$ cat config.mk
export PLATFORM = sky130hd
export DESIGN_NAME = deadline_timer_task_queue_core
export DESIGN_NICKNAME = d
export VERILOG_FILES = /design/src/rtl/core/dttq_pkg.sv /design/src/rtl/core/deadline_timer_task_queue_core.sv
export VERILOG_INCLUDE_DIRS = /design/src /design/src/rtl/core
export SDC_FILE = /design/constraint.sdc
export NUM_CORES = 2
export LEC_CHECK = 0
export ABC_AREA = 0
export BUFFER_PORTS_ARGS = -buffer_cell sky130_fd_sc_hd__buf_4
export CAP_MARGIN = 20
export CORE_ASPECT_RATIO = 0.8
export CORE_MARGIN = 5
export CORE_UTILIZATION = 43
export CTS_BUF_LIST = sky130_fd_sc_hd__clkbuf_8 sky130_fd_sc_hd__clkbuf_16
export CTS_CLUSTER_SIZE = 14
export DETAILED_ROUTE_END_ITERATION = 8
export PLACE_DENSITY = 0.67
export SKIP_CTS_REPAIR_TIMING = 1
export SLEW_MARGIN = 30
export SYNTH_ARGS = -nofsm -noshare
export SYNTH_HDL_FRONTEND = slang
export SYNTH_SLANG_ARGS = --single-unit
$ cat constraint.sdc
create_clock -name clock -period 17.1 [get_ports clock]
set_clock_uncertainty 0.1 [all_clocks]
set_input_delay 1.71 -clock clock [delete_from_list [all_inputs] [get_ports clock]]
set_output_delay 1.71 -clock clock [all_outputs]
set_load 0.02 [all_outputs]
$ cat src/rtl/core/deadline_timer_task_queue_core_defines.svh
// assertion macros for the deadline timer task queue core
// no dependencies; included by the top level only
`ifndef DEADLINE_TIMER_TASK_QUEUE_CORE_DEFINES_SVH
`define DEADLINE_TIMER_TASK_QUEUE_CORE_DEFINES_SVH

// same-cycle implication, disabled while in reset
`define DTTQ_ASSERT_NOW(label, clk, rst, ante, cons, msg) \
   label: assert property (@(posedge clk) disable iff (rst) (ante) |-> (cons)) \
      else $error(msg);

// next-cycle implication, disabled while in reset
`define DTTQ_ASSERT_NEXT(label, clk, rst, ante, cons, msg) \
   label: assert property (@(posedge clk) disable iff (rst) (ante) |=> (cons)) \
      else $error(msg);

`endif

$ cat src/rtl/core/dttq_pkg.sv
// shared types and codes for the deadline timer task queue core
// no dependencies
`default_nettype none

package dttq_pkg;

   localparam int TASK_SLOTS_DEF = 16;

   localparam int ACTION_W = 3;
   localparam int TIME_W   = 48;
   localparam int DELAY_W  = 40;
   localparam int ID_W     = 32;
   localparam int STATUS_W = 4;
   localparam int QCOUNT_W = 5;

   // request actions
   localparam logic [ACTION_W-1:0] ACT_ONCE   = 3'd0;
   localparam logic [ACTION_W-1:0] ACT_REPEAT = 3'd1;
   localparam logic [ACTION_W-1:0] ACT_CANCEL = 3'd2;
   localparam logic [ACTION_W-1:0] ACT_POLL   = 3'd3;
   localparam logic [ACTION_W-1:0] ACT_FINISH = 3'd4;

   // response status codes
   localparam logic [STATUS_W-1:0] ST_SCHEDULED    = 4'd0;
   localparam logic [STATUS_W-1:0] ST_FULL         = 4'd1;
   localparam logic [STATUS_W-1:0] ST_DISPATCHED   = 4'd2;
   localparam logic [STATUS_W-1:0] ST_NOTHING_DUE  = 4'd3;
   localparam logic [STATUS_W-1:0] ST_CANCELLED    = 4'd4;
   localparam logic [STATUS_W-1:0] ST_WILL_CANCEL  = 4'd5;
   localparam logic [STATUS_W-1:0] ST_NOT_FOUND    = 4'd6;
   localparam logic [STATUS_W-1:0] ST_REQUEUED     = 4'd7;
   localparam logic [STATUS_W-1:0] ST_RETIRED      = 4'd8;
   localparam logic [STATUS_W-1:0] ST_BUSY         = 4'd9;
   localparam logic [STATUS_W-1:0] ST_NONE_RUNNING = 4'd10;

   typedef struct packed {
      logic [ACTION_W-1:0] action;
      logic [TIME_W-1:0]   current_time;
      logic [DELAY_W-1:0]  first_delay_us;
      logic [DELAY_W-1:0]  delay_us;
      logic [ID_W-1:0]     target_id;
   } req_type;

   typedef struct packed {
      logic [STATUS_W-1:0] status;
      logic [ID_W-1:0]     task_id;
      logic [ID_W-1:0]     running_id;
      logic [QCOUNT_W-1:0] queued_count;
   } rsp_type;

endpackage

`default_nettype wire

$ cat src/rtl/core/deadline_timer_task_queue_core.sv
// top level of the deadline timer task queue: slot table, scan sequencer, shared adder
// depends on dttq_pkg and deadline_timer_task_queue_core_defines.svh
`default_nettype none

`include "deadline_timer_task_queue_core_defines.svh"

// Deadline-ordered timer task queue. TASK_SLOTS slots each hold a task id, a 48-bit
// deadline, a 40-bit period and a one-shot flag in a single-port-write, registered-read
// slot memory; the occupancy bits live in flops. One request beat is taken at a time.
// Schedule, cancel and poll walk the slot memory one slot per cycle, and one shared
// 49-bit adder/subtractor does the due test and earliest-deadline compare while
// scanning and the saturating deadline sum at commit. Schedule, cancel and poll answer
// after the full slot walk; finish fetches the running slot first, and requests
// answered straight away (busy, none running, cancel of the running task, unknown
// action) go from decode to the response. A finished response beat sits in an
// output register, so the next request is taken while it waits. Slot contents
// need no clearing after reset: only slots whose occupancy bit is set are ever
// looked at.
module deadline_timer_task_queue_core
   import dttq_pkg::*;
#(
   parameter int TASK_SLOTS = TASK_SLOTS_DEF
) (
   input  wire logic    clock,
   input  wire logic    reset,
   input  wire logic    req_valid,
   output logic         req_ready,
   input  wire req_type req_data,
   output logic         rsp_valid,
   input  wire logic    rsp_ready,
   output rsp_type      rsp_data
);

   localparam int IW = (TASK_SLOTS > 1) ? $clog2(TASK_SLOTS) : 1;
   localparam int CW = $clog2(TASK_SLOTS + 1);
   localparam logic [IW-1:0] LAST_SLOT = IW'(TASK_SLOTS - 1);

   typedef struct packed {
      logic               one_shot;
      logic [DELAY_W-1:0] period;
      logic [TIME_W-1:0]  deadline;
      logic [ID_W-1:0]    task_id;
   } entry_type;

   typedef enum logic [2:0] {
      S_IDLE,
      S_DECODE,
      S_SCAN,
      S_FETCH,
      S_RESP
   } state_type;

   typedef enum logic [2:0] {
      OP_SCHED,
      OP_CANCEL,
      OP_POLL,
      OP_FINISH,
      OP_MARK,
      OP_FIXED
   } op_type;

   // slot memory
   entry_type mem [TASK_SLOTS];
   entry_type rd_ff;
   logic [IW-1:0] rd_addr;
   logic          mem_we;
   logic [IW-1:0] mem_waddr;
   entry_type     mem_wdata;

   // control and sequencer state
   state_type state_ff, state_in;
   op_type    op_ff, op_in;
   req_type   req_ff, req_in;
   logic [STATUS_W-1:0] status_ff, status_in;

   logic [TASK_SLOTS-1:0] valid_ff, valid_in;
   logic [CW-1:0]         count_ff, count_in;
   logic                  running_valid_ff, running_valid_in;
   logic [IW-1:0]         running_slot_ff, running_slot_in;
   logic                  running_cancelled_ff, running_cancelled_in;
   logic [ID_W-1:0]       running_id_ff, running_id_in;
   logic [ID_W-1:0]       last_id_ff, last_id_in;

   // scan pipeline: address issue, then evaluation of the registered read
   logic [IW-1:0]     scan_idx_ff, scan_idx_in;
   logic              issue_ff, issue_in;
   logic              pipe_vld_ff, pipe_vld_in;
   logic [IW-1:0]     pipe_idx_ff, pipe_idx_in;
   logic              found_ff, found_in;
   logic [IW-1:0]     best_idx_ff, best_idx_in;
   logic [TIME_W-1:0] best_dl_ff, best_dl_in;
   logic [ID_W-1:0]   best_id_ff, best_id_in;

   logic    rsp_valid_ff, rsp_valid_in;
   rsp_type rsp_ff, rsp_in;

   // shared adder/subtractor
   logic              alu_sub;
   logic [TIME_W-1:0] alu_a, alu_b, alu_b_eff;
   logic [TIME_W:0]   alu_sum;
   logic              alu_ge;
   logic [TIME_W-1:0] alu_sat;

   logic [ID_W-1:0]     next_id;
   logic                cand;
   logic [STATUS_W-1:0] resp_status;
   logic [ID_W-1:0]     resp_tid;

   assign alu_b_eff = alu_sub ? ~alu_b : alu_b;
   assign alu_sum   = {1'b0, alu_a} + {1'b0, alu_b_eff} + {{TIME_W{1'b0}}, alu_sub};
   assign alu_ge    = alu_sum[TIME_W];
   // carry out of an add means the deadline overflowed, so pin it at the top
   assign alu_sat   = alu_sum[TIME_W] ? {TIME_W{1'b1}} : alu_sum[TIME_W-1:0];

   // ids wrap back to 1, never 0
   assign next_id = (last_id_ff == {ID_W{1'b1}}) ? {{(ID_W-1){1'b0}}, 1'b1}
                                                 : last_id_ff + {{(ID_W-1){1'b0}}, 1'b1};

   assign rd_addr   = (state_ff == S_SCAN) ? scan_idx_ff : running_slot_ff;
   assign req_ready = (state_ff == S_IDLE);
   assign rsp_valid = rsp_valid_ff;
   assign rsp_data  = rsp_ff;

   // shared unit operands
   always_comb begin
      alu_sub = 1'b0;
      alu_a   = req_ff.current_time;
      alu_b   = {{(TIME_W-DELAY_W){1'b0}}, req_ff.first_delay_us};
      if (state_ff == S_SCAN) begin
         alu_sub = 1'b1;
         if (found_ff) begin
            // earlier than the best so far (strict, so ties keep the lower slot)
            alu_a = rd_ff.deadline;
            alu_b = best_dl_ff;
         end else begin
            // due test: now >= deadline
            alu_a = req_ff.current_time;
            alu_b = rd_ff.deadline;
         end
      end else if (op_ff == OP_FINISH) begin
         alu_b = {{(TIME_W-DELAY_W){1'b0}}, rd_ff.period};
      end else if (req_ff.action == ACT_ONCE) begin
         alu_b = {{(TIME_W-DELAY_W){1'b0}}, req_ff.delay_us};
      end
   end

   // candidate test for the slot whose read data is at hand
   always_comb begin
      cand = 1'b0;
      case (op_ff)
         OP_SCHED: begin
            cand = !valid_ff[pipe_idx_ff] && !found_ff;
         end
         OP_CANCEL: begin
            cand = valid_ff[pipe_idx_ff] && !found_ff
                   && !(running_valid_ff && (pipe_idx_ff == running_slot_ff))
                   && (rd_ff.task_id == req_ff.target_id);
         end
         OP_POLL: begin
            cand = valid_ff[pipe_idx_ff] && (found_ff ? !alu_ge : alu_ge);
         end
         default: begin
            cand = 1'b0;
         end
      endcase
   end

   // sequencer next state
   always_comb begin
      state_in             = state_ff;
      op_in                = op_ff;
      req_in               = req_ff;
      status_in            = status_ff;
      valid_in             = valid_ff;
      count_in             = count_ff;
      running_valid_in     = running_valid_ff;
      running_slot_in      = running_slot_ff;
      running_cancelled_in = running_cancelled_ff;
      running_id_in        = running_id_ff;
      last_id_in           = last_id_ff;
      scan_idx_in          = scan_idx_ff;
      issue_in             = issue_ff;
      pipe_vld_in          = 1'b0;
      pipe_idx_in          = pipe_idx_ff;
      found_in             = found_ff;
      best_idx_in          = best_idx_ff;
      best_dl_in           = best_dl_ff;
      best_id_in           = best_id_ff;
      rsp_valid_in         = rsp_valid_ff;
      rsp_in               = rsp_ff;
      mem_we               = 1'b0;
      mem_waddr            = best_idx_ff;
      mem_wdata            = rd_ff;
      resp_status          = status_ff;
      resp_tid             = '0;

      if (rsp_valid_ff && rsp_ready) begin
         rsp_valid_in = 1'b0;
      end

      case (state_ff)
         S_IDLE: begin
            if (req_valid) begin
               req_in   = req_data;
               state_in = S_DECODE;
            end
         end

         S_DECODE: begin
            found_in    = 1'b0;
            scan_idx_in = '0;
            issue_in    = 1'b1;
            case (req_ff.action)
               ACT_ONCE, ACT_REPEAT: begin
                  op_in    = OP_SCHED;
                  state_in = S_SCAN;
               end
               ACT_CANCEL: begin
                  if (running_valid_ff && (running_id_ff == req_ff.target_id)) begin
                     op_in     = OP_MARK;
                     status_in = ST_WILL_CANCEL;
                     state_in  = S_RESP;
                  end else begin
                     op_in    = OP_CANCEL;
                     state_in = S_SCAN;
                  end
               end
               ACT_POLL: begin
                  if (running_valid_ff) begin
                     op_in     = OP_FIXED;
                     status_in = ST_BUSY;
                     state_in  = S_RESP;
                  end else begin
                     op_in    = OP_POLL;
                     state_in = S_SCAN;
                  end
               end
               ACT_FINISH: begin
                  if (!running_valid_ff) begin
                     op_in     = OP_FIXED;
                     status_in = ST_NONE_RUNNING;
                     state_in  = S_RESP;
                  end else begin
                     op_in    = OP_FINISH;
                     state_in = S_FETCH;
                  end
               end
               default: begin
                  op_in     = OP_FIXED;
                  status_in = ST_NOTHING_DUE;
                  state_in  = S_RESP;
               end
            endcase
         end

         S_SCAN: begin
            // issue the next slot read
            if (issue_ff) begin
               pipe_vld_in = 1'b1;
               pipe_idx_in = scan_idx_ff;
               if (scan_idx_ff == LAST_SLOT) begin
                  issue_in = 1'b0;
               end else begin
                  scan_idx_in = scan_idx_ff + {{(IW-1){1'b0}}, 1'b1};
               end
            end
            // evaluate the slot read last cycle
            if (pipe_vld_ff) begin
               if (cand) begin
                  found_in    = 1'b1;
                  best_idx_in = pipe_idx_ff;
                  best_dl_in  = rd_ff.deadline;
                  best_id_in  = rd_ff.task_id;
               end
               if (pipe_idx_ff == LAST_SLOT) begin
                  state_in = S_RESP;
               end
            end
         end

         S_FETCH: begin
            // running slot read lands in rd_ff
            state_in = S_RESP;
         end

         S_RESP: begin
            if (!rsp_valid_ff || rsp_ready) begin
               case (op_ff)
                  OP_SCHED: begin
                     if (found_ff) begin
                        mem_we             = 1'b1;
                        mem_waddr          = best_idx_ff;
                        mem_wdata.task_id  = next_id;
                        mem_wdata.deadline = alu_sat;
                        mem_wdata.one_shot = (req_ff.action == ACT_ONCE);
                        mem_wdata.period   = (req_ff.action == ACT_ONCE) ? '0
                                                                         : req_ff.delay_us;
                        valid_in[best_idx_ff] = 1'b1;
                        count_in   = count_ff + {{(CW-1){1'b0}}, 1'b1};
                        last_id_in = next_id;
                        resp_status = ST_SCHEDULED;
                        resp_tid    = next_id;
                     end else begin
                        resp_status = ST_FULL;
                     end
                  end
                  OP_CANCEL: begin
                     if (found_ff) begin
                        valid_in[best_idx_ff] = 1'b0;
                        count_in    = count_ff - {{(CW-1){1'b0}}, 1'b1};
                        resp_status = ST_CANCELLED;
                     end else begin
                        resp_status = ST_NOT_FOUND;
                     end
                  end
                  OP_POLL: begin
                     if (found_ff) begin
                        running_valid_in     = 1'b1;
                        running_slot_in      = best_idx_ff;
                        running_cancelled_in = 1'b0;
                        running_id_in        = best_id_ff;
                        resp_status          = ST_DISPATCHED;
                        resp_tid             = best_id_ff;
                     end else begin
                        resp_status = ST_NOTHING_DUE;
                     end
                  end
                  OP_FINISH: begin
                     resp_tid = running_id_ff;
                     if (rd_ff.one_shot || running_cancelled_ff) begin
                        valid_in[running_slot_ff] = 1'b0;
                        count_in    = count_ff - {{(CW-1){1'b0}}, 1'b1};
                        resp_status = ST_RETIRED;
                     end else begin
                        mem_we             = 1'b1;
                        mem_waddr          = running_slot_ff;
                        mem_wdata          = rd_ff;
                        mem_wdata.deadline = alu_sat;
                        resp_status        = ST_REQUEUED;
                     end
                     running_valid_in     = 1'b0;
                     running_slot_in      = '0;
                     running_cancelled_in = 1'b0;
                     running_id_in        = '0;
                  end
                  OP_MARK: begin
                     running_cancelled_in = 1'b1;
                  end
                  default: begin
                     resp_status = status_ff;
                  end
               endcase
               rsp_valid_in        = 1'b1;
               rsp_in.status       = resp_status;
               rsp_in.task_id      = resp_tid;
               rsp_in.running_id   = running_id_in;
               rsp_in.queued_count = QCOUNT_W'(count_in);
               state_in            = S_IDLE;
            end
         end

         default: begin
            state_in = S_IDLE;
         end
      endcase
   end

   // slot memory: one write port, registered read
   always_ff @(posedge clock) begin
      if (mem_we) begin
         mem[mem_waddr] <= mem_wdata;
      end
      rd_ff <= mem[rd_addr];
   end

   // sequencer registers and response register
   always_ff @(posedge clock) begin
      if (reset) begin
         state_ff             <= S_IDLE;
         op_ff                <= OP_FIXED;
         status_ff            <= ST_NOTHING_DUE;
         valid_ff             <= '0;
         count_ff             <= '0;
         running_valid_ff     <= 1'b0;
         running_slot_ff      <= '0;
         running_cancelled_ff <= 1'b0;
         running_id_ff        <= '0;
         last_id_ff           <= '0;
         issue_ff             <= 1'b0;
         pipe_vld_ff          <= 1'b0;
         found_ff             <= 1'b0;
         rsp_valid_ff         <= 1'b0;
      end else begin
         state_ff             <= state_in;
         op_ff                <= op_in;
         status_ff            <= status_in;
         valid_ff             <= valid_in;
         count_ff             <= count_in;
         running_valid_ff     <= running_valid_in;
         running_slot_ff      <= running_slot_in;
         running_cancelled_ff <= running_cancelled_in;
         running_id_ff        <= running_id_in;
         last_id_ff           <= last_id_in;
         issue_ff             <= issue_in;
         pipe_vld_ff          <= pipe_vld_in;
         found_ff             <= found_in;
         rsp_valid_ff         <= rsp_valid_in;
      end
      req_ff      <= req_in;
      scan_idx_ff <= scan_idx_in;
      pipe_idx_ff <= pipe_idx_in;
      best_idx_ff <= best_idx_in;
      best_dl_ff  <= best_dl_in;
      best_id_ff  <= best_id_in;
      rsp_ff      <= rsp_in;
   end

   // occupancy counter tracks the occupancy bits
   `DTTQ_ASSERT_NOW(a_count_matches, clock, reset, 1'b1, $countones(valid_ff) == count_ff, "occupancy count out of step with slot bits")

   // a dispatched task keeps its slot
   `DTTQ_ASSERT_NOW(a_running_slot_held, clock, reset, running_valid_ff, valid_ff[running_slot_ff], "running task has no occupied slot")

   // ids are never zero, so the running id doubles as the running flag
   `DTTQ_ASSERT_NOW(a_running_id, clock, reset, 1'b1, running_valid_ff == (running_id_ff != '0), "running id disagrees with running flag")

   // one request at a time: no second beat straight after a taken one
   `DTTQ_ASSERT_NEXT(a_one_at_a_time, clock, reset, req_valid && req_ready, !req_ready, "request taken while previous one still in work")

endmodule

`default_nettype wire
After elaboration in Yosys (flattened, before gate mapping) --
Memory sizes are Yosys's and may differ from the RTL's. A register that Yosys moved wholly into a read port is not among the register bits. Index checks and enable logic that the tools add are counted. W data, S select, Z words.
Word-level totals: logic and storage cells 208, input bits 167, flip-flop bits (word level) 433, memory bits (writable) 1936, memories kept 1, output and inout port bits 75
Operators by class: reductions and logical operators 38, mux-type cells 90, $add $sub $neg 6, bitwise logic cells 8, $lt $le $gt $ge 5, eq/ne operators 32
Memory list:
- mem | depth 16, bits a word 121, rd ports 1, clocked after Yosys merged registers in 1, wr ports 1, RTL line deadline_timer_task_queue_core.sv:63 | entry_type mem [TASK_SLOTS];
Operators by type and width (count):
- $mux W121 | 3
- $mux W48 | 6
- $pmux W121 S2 | 1
- $mux W32 | 4
- $mux W40 | 3
- $pmux W32 S3 | 1
- $mux W80 | 1
- $eq A32 B32 Y1 | 2
- $pmux W32 S2 | 1
- $add A48 B48 Y49 | 1
- $add A49 B1 Y49 | 1
- $mux W16 | 3
- $mux W4 | 12
- $not A48 Y48 | 1
- $pmux W16 S3 | 1
- $add A32 B1 Y32 const B | 1
- $and A16 B16 Y16 | 2
- $eq A32 B32 Y1 const B | 1
- $not A16 Y16 | 2
- $pmux W4 S4 | 2
- $mux W3 | 10
- $ne A2 B2 Y1 const B | 12
- $pmux W3 S4 | 2
- $mux W1 | 23
- other kinds (34) | 83

Longest topological paths before layout --
depth in word-level cells 15, depth in mapped cells 20, depth with buffers taken out 17

Least setup slack after synthesis --
OpenSTA, ideal clock, no wires.
path kind input to register, start input port rsp_ready, end memory mem[0][0] in the netlist's numbering, enable pin, required time 16397 ps, setup slack 8580 ps, buffers on the path 1, cell stages on the path 6, arrival time 7818 ps, library setup time 603 ps, cells stage by stage nand2b_1 -> nand3_1 -> nor2_1 -> clkbuf_1 -> a22oi_1 -> nor2_1
Between the ends: word-level cells in the longest chain between the ends 5, elaborated cells on any way between the ends 7, classes of those cells mux (6); reduce/logical (1)
RTL lines:
- start, declared | RTL line deadline_timer_task_queue_core.sv:30 | input wire logic rsp_ready,
- $logic_or A1 B1 Y1 (*) | RTL line deadline_timer_task_queue_core.sv:287 | if (!rsp_valid_ff || rsp_ready) begin
- $mux W1 | RTL line deadline_timer_task_queue_core.sv:287
- $mux W1 | RTL line deadline_timer_task_queue_core.sv:201 | case (state_ff)
- $mux W1 | RTL line deadline_timer_task_queue_core.sv:370 | if (mem_we) begin
- $mux W1 (not written as such) | RTL line deadline_timer_task_queue_core.sv:371 | mem[mem_waddr] <= mem_wdata;
- end, declared | RTL line deadline_timer_task_queue_core.sv:63
Every way passes the cells marked *; elsewhere a longest branch is shown, timed or not.

Final worst setup path --
start register op_ff[0], end register best_dl_ff[34], enable pin
Between the ends: word-level cells in the longest chain between the ends 12, elaborated cells on any way between the ends 15, classes of those cells add/sub (2); eq/ne (3); mux (5); bitwise (1); reduce/logical (4)
RTL lines:
- start, declared | RTL line deadline_timer_task_queue_core.sv:72 | op_type op_ff, op_in;
- start signal, assigned | RTL line deadline_timer_task_queue_core.sv:395 | op_ff <= op_in;
- $eq A3 B2 Y1 | RTL line deadline_timer_task_queue_core.sv:140 | end else if (op_ff == OP_FINISH) begin
- $mux W40 | RTL line deadline_timer_task_queue_core.sv:140
- $mux W48 | RTL line deadline_timer_task_queue_core.sv:129 | if (state_ff == S_SCAN) begin
- $not A48 Y48 | RTL line deadline_timer_task_queue_core.sv:109 | assign alu_b_eff = alu_sub ? ~alu_b : alu_b;
- $mux W48 | RTL line deadline_timer_task_queue_core.sv:109
- $add A48 B48 Y49 | RTL line deadline_timer_task_queue_core.sv:110 | assign alu_sum = {1'b0, alu_a} + {1'b0, alu_b_eff} + {{TIME_W{1'b0}}, alu_sub};
- $add A49 B1 Y49 | RTL line deadline_timer_task_queue_core.sv:110
- $logic_not A1 Y1 | RTL line deadline_timer_task_queue_core.sv:160 | cand = valid_ff[pipe_idx_ff] && (found_ff ? !alu_ge : alu_ge);
- $mux W1 | RTL line deadline_timer_task_queue_core.sv:160
- $logic_and A1 B1 Y1 | RTL line deadline_timer_task_queue_core.sv:160
- $pmux W1 S3 (*) | RTL line deadline_timer_task_queue_core.sv:150 | case (op_ff)
- $reduce_and A3 Y1 (no line) (*)
- end signal, assigned | RTL line deadline_timer_task_queue_core.sv:413 | best_dl_ff <= best_dl_in;
- end, declared | RTL line deadline_timer_task_queue_core.sv:91 | logic [TIME_W-1:0] best_dl_ff, best_dl_in;
Marks and branches as above. A chain may end at the register's enable or synchronous reset.

==> impl_results.md <==
- Status: finished, final reports clean
- Via count: 56100
- CP required: 17.49 ns
- Number of port buffers: 241
- Yosys cell types: 84
- Die area: 0.241 mm2
- # fillers: 18600
- Flop2flop setup slack: 9.73 ns
- Crit Path Max Fanout: 78
- Number of buffers created by CTS: 239
- Worst flop-to-flop path endpoint: best_dl_ff[34]
- Clock sink count: 2490
- Worst vdd ir: 0.0917 mV
- Clk pin slew, worst setup/hold paths: 0.06 ns
- Global-route wire length before repair: 399000 um
- Share of the synthesized area in the top cell type: 0.684
- Die width: 547 um
- Worst Path Buf+Inv: 4
- Die H: 440 um
- Most frequent cell after synthesis: edfxtp_1
- Final critical-path required period: 7.37 ns
- CTS tree: built
- Fin nets: 6234
- Synth Flop Type: edfxtp_1
- Worst skew pair latency: 0.92 ns
- Setup TNS: 0 ns
- Placed cells: 8787
- CP Capture Type: flip-flop
- Slew Viols, Final: 0
- Pleak: 37.4 nW
- Synth Warn #: 0
- Non-Filler Instances: 9237
- Hold Fails Final Rpt: 0
- Final-report setup violation count: 0
- Post-synth EDFFs: 2264
- Htree depth: 4
- Ys async rst share: 0
- Crit path capture: best_dl_ff[34]
- Unrepaired setup endpoints after global routing: no
- Slowest CP cell: dfxtp_1
- Vias in the first global route: 54800
- Final HPWL DP: 171000 um
- Layout cells sized above 1: 0.217
- Vias per Instance: 6.08
- WL final: 278000 um
- Post-synthesis net count: 5960
- Crit path DAT: 7.76 ns
- Routed WL per cell: 30.1 um
- Initial Utilization: 0.433
- Post-detailed-route count of antenna-violating nets: 0
- Cells after synthesis: 5741
- Total Power: 0.0151 W
- Crit path cell chain: inv_1 > nor3_4 > buf_6 > a21oi_1 > a21oi_1 > o21ai_0 > ha_1 > a21oi_1 > o21ai_0 > a21o_1 > a221oi_1 > a2bb2oi_1 > o211a_2 > o2bb2ai_1 > a2bb2oi_1 > nor2_4 > buf_4 > buf_4
- Mapped Avg Cell Area: 17.3 um2
- Max clock buf depth: 4
- IO Pins: 242
- Number of cells on the worst reg-to-reg path: 18
- DRC viols: 0
- Synth area leaders: edfxtp_1, mux4_2, dfxtp_1, nand2_1, a21oi_1
- Max frequency: 136 MHz
- Worst Max-Slew Pin Slew: 1.07 ns
- Crit path from: op_ff[0]
- GRT Overall Usage: 0.227
- Crit Reg-Reg Startpoint: op_ff[0]
- Detailed Routing Iterations Pass 1: 6
- Clk root buf: clkbuf_16
- Startpoint Class: flip-flop
- WP depth: 18
- Pwr dens: 133 mW/mm2
- Area growth syn-to-layout: 13.8%
- Hold/Removal Path Class: flip-flop to flip-flop
- Cell area after synthesis: 0.0994 mm2
- Initial drt markers: 6494
- CP Class: flip-flop to flip-flop
- Synthesized flop and latch total: 2490
- CP top delay family: compound AO/OA/AOI/OAI gates
- Routability cong.: 0.922
- Max_cap viols: 0
- Yosys top cell by area: edfxtp_1
- Sequential share of the synthesized area: 0.730
- Initial antenna violation count: 4
- Final Core Density: 0.493
- Largest net degree at the start of global routing: 132
- Core region area: 0.229 mm2
- Floorplan row count: 157
- Crit-path max cell delay: 0.77 ns
- Tcrit/Tclk final: 0.431
- Gr ovfl total: 0
- Slew margin rel.: 0.288
- Synth top cells by count: edfxtp_1, nand2_1, mux4_2
- Most common cell on crit path: a21oi_1
## worst min-delay path by stage
stage,to,cells past startpoint,startpoint
global route,valid_ff[15],2,valid_ff[15]
floorplan,best_idx_ff[0],0,pipe_idx_ff[0]
global placement,valid_ff[10],2,valid_ff[10]
finish,valid_ff[10],2,valid_ff[10]
detailed placement,valid_ff[10],2,valid_ff[10]
CTS,valid_ff[10],2,valid_ff[10]
## logic make-up after synthesis
kind of cell             share of synthesized area
buffers and inverters                       0.0154
AND/OR/NAND/NOR                             0.0523
multiplexers                                 0.121
XOR/XNOR                                    0.0132
AO/OA/AOI/OAI                               0.0622
adder cells (fa/ha/maj)                    0.00662
flip-flops                                   0.730
## cell type report
class	count	area, um2	share of cell area
sequential	2490	72500	0.641
inverter	22	85.1	0.000752
clock inverter	169	1290	0.0114
clock buffer	267	6370	0.0563
antenna	6	15.0	0.000133
tap	3021	3780	0.0334
multi-input combinational	2877	25700	0.227
timing repair buffer	385	3380	0.0299
## placed cells by master (no fill, tap or decap), types with 146 or more instances in the layout
master	n
a21oi_1	212
a31oi_1	146
edfxtp_1	2264
clkbuf_16	239
nand2_1	554
nor2_1	166
buf_4	339
dfxtp_1	225
mux4_2	489
o21ai_0	175
## layer usage
metal | GRT usage | part of all wire
met1 | 0.328 | 0.42
met4 | 0.0807 | 0.039
met5 | 0 | 0
met3 | 0.0424 | 0.092
met2 | 0.346 | 0.45
## worst register-to-register path, delay by kind of cell (launching register included)
| kind | cells | cell delay (ns) |
|---|---|---|
| AOI/OAI and AO/OA | 11 | 3.16 |
| adders and majority gates | 1 | 0.50 |
| and+or+nand+nor | 2 | 0.36 |
| DFF | 1 | 0.77 |
| buffers and inverters | 4 | 2.05 |
## flip-flops by register name, indices dropped and copies added (netlist names), 5 cells and up
signal,flops
best_id_ff,32
rd_ff,121
count_ff,5
last_id_ff,32
running_id_ff,32
mem,1936
rsp_data,73
valid_ff,16
req_ff,163
best_dl_ff,48
## where the power goes
| part | internal, W | total [W] | switching (W) |
|---|---|---|---|
| sequential | 0.00720 | 0.00752 | 0.000317 |
| clock | 0.00289 | 0.00516 | 0.00227 |
| combinational | 0.000765 | 0.00239 | 0.00162 |
## per-stage QoR
| step | cell area, um2 | hold slack (ns) | setup WS [ns] |
|---|---|---|---|
| 4_1_cts | 113000 | 0.375 | 9.67 |
| 6_report | 113000 | 0.377 | 9.73 |
| 5_1_grt | 113000 | 0.408 | 9.42 |
| 3_3_place_gp | 105000 | 0.359 | 9.73 |
| 3_5_place_dp | 105000 | 0.367 | 9.70 |
| 2_1_floorplan | 99400 | 0.324 | 8.58 |
Note: power is estimated with default switching activity, not from simulation.
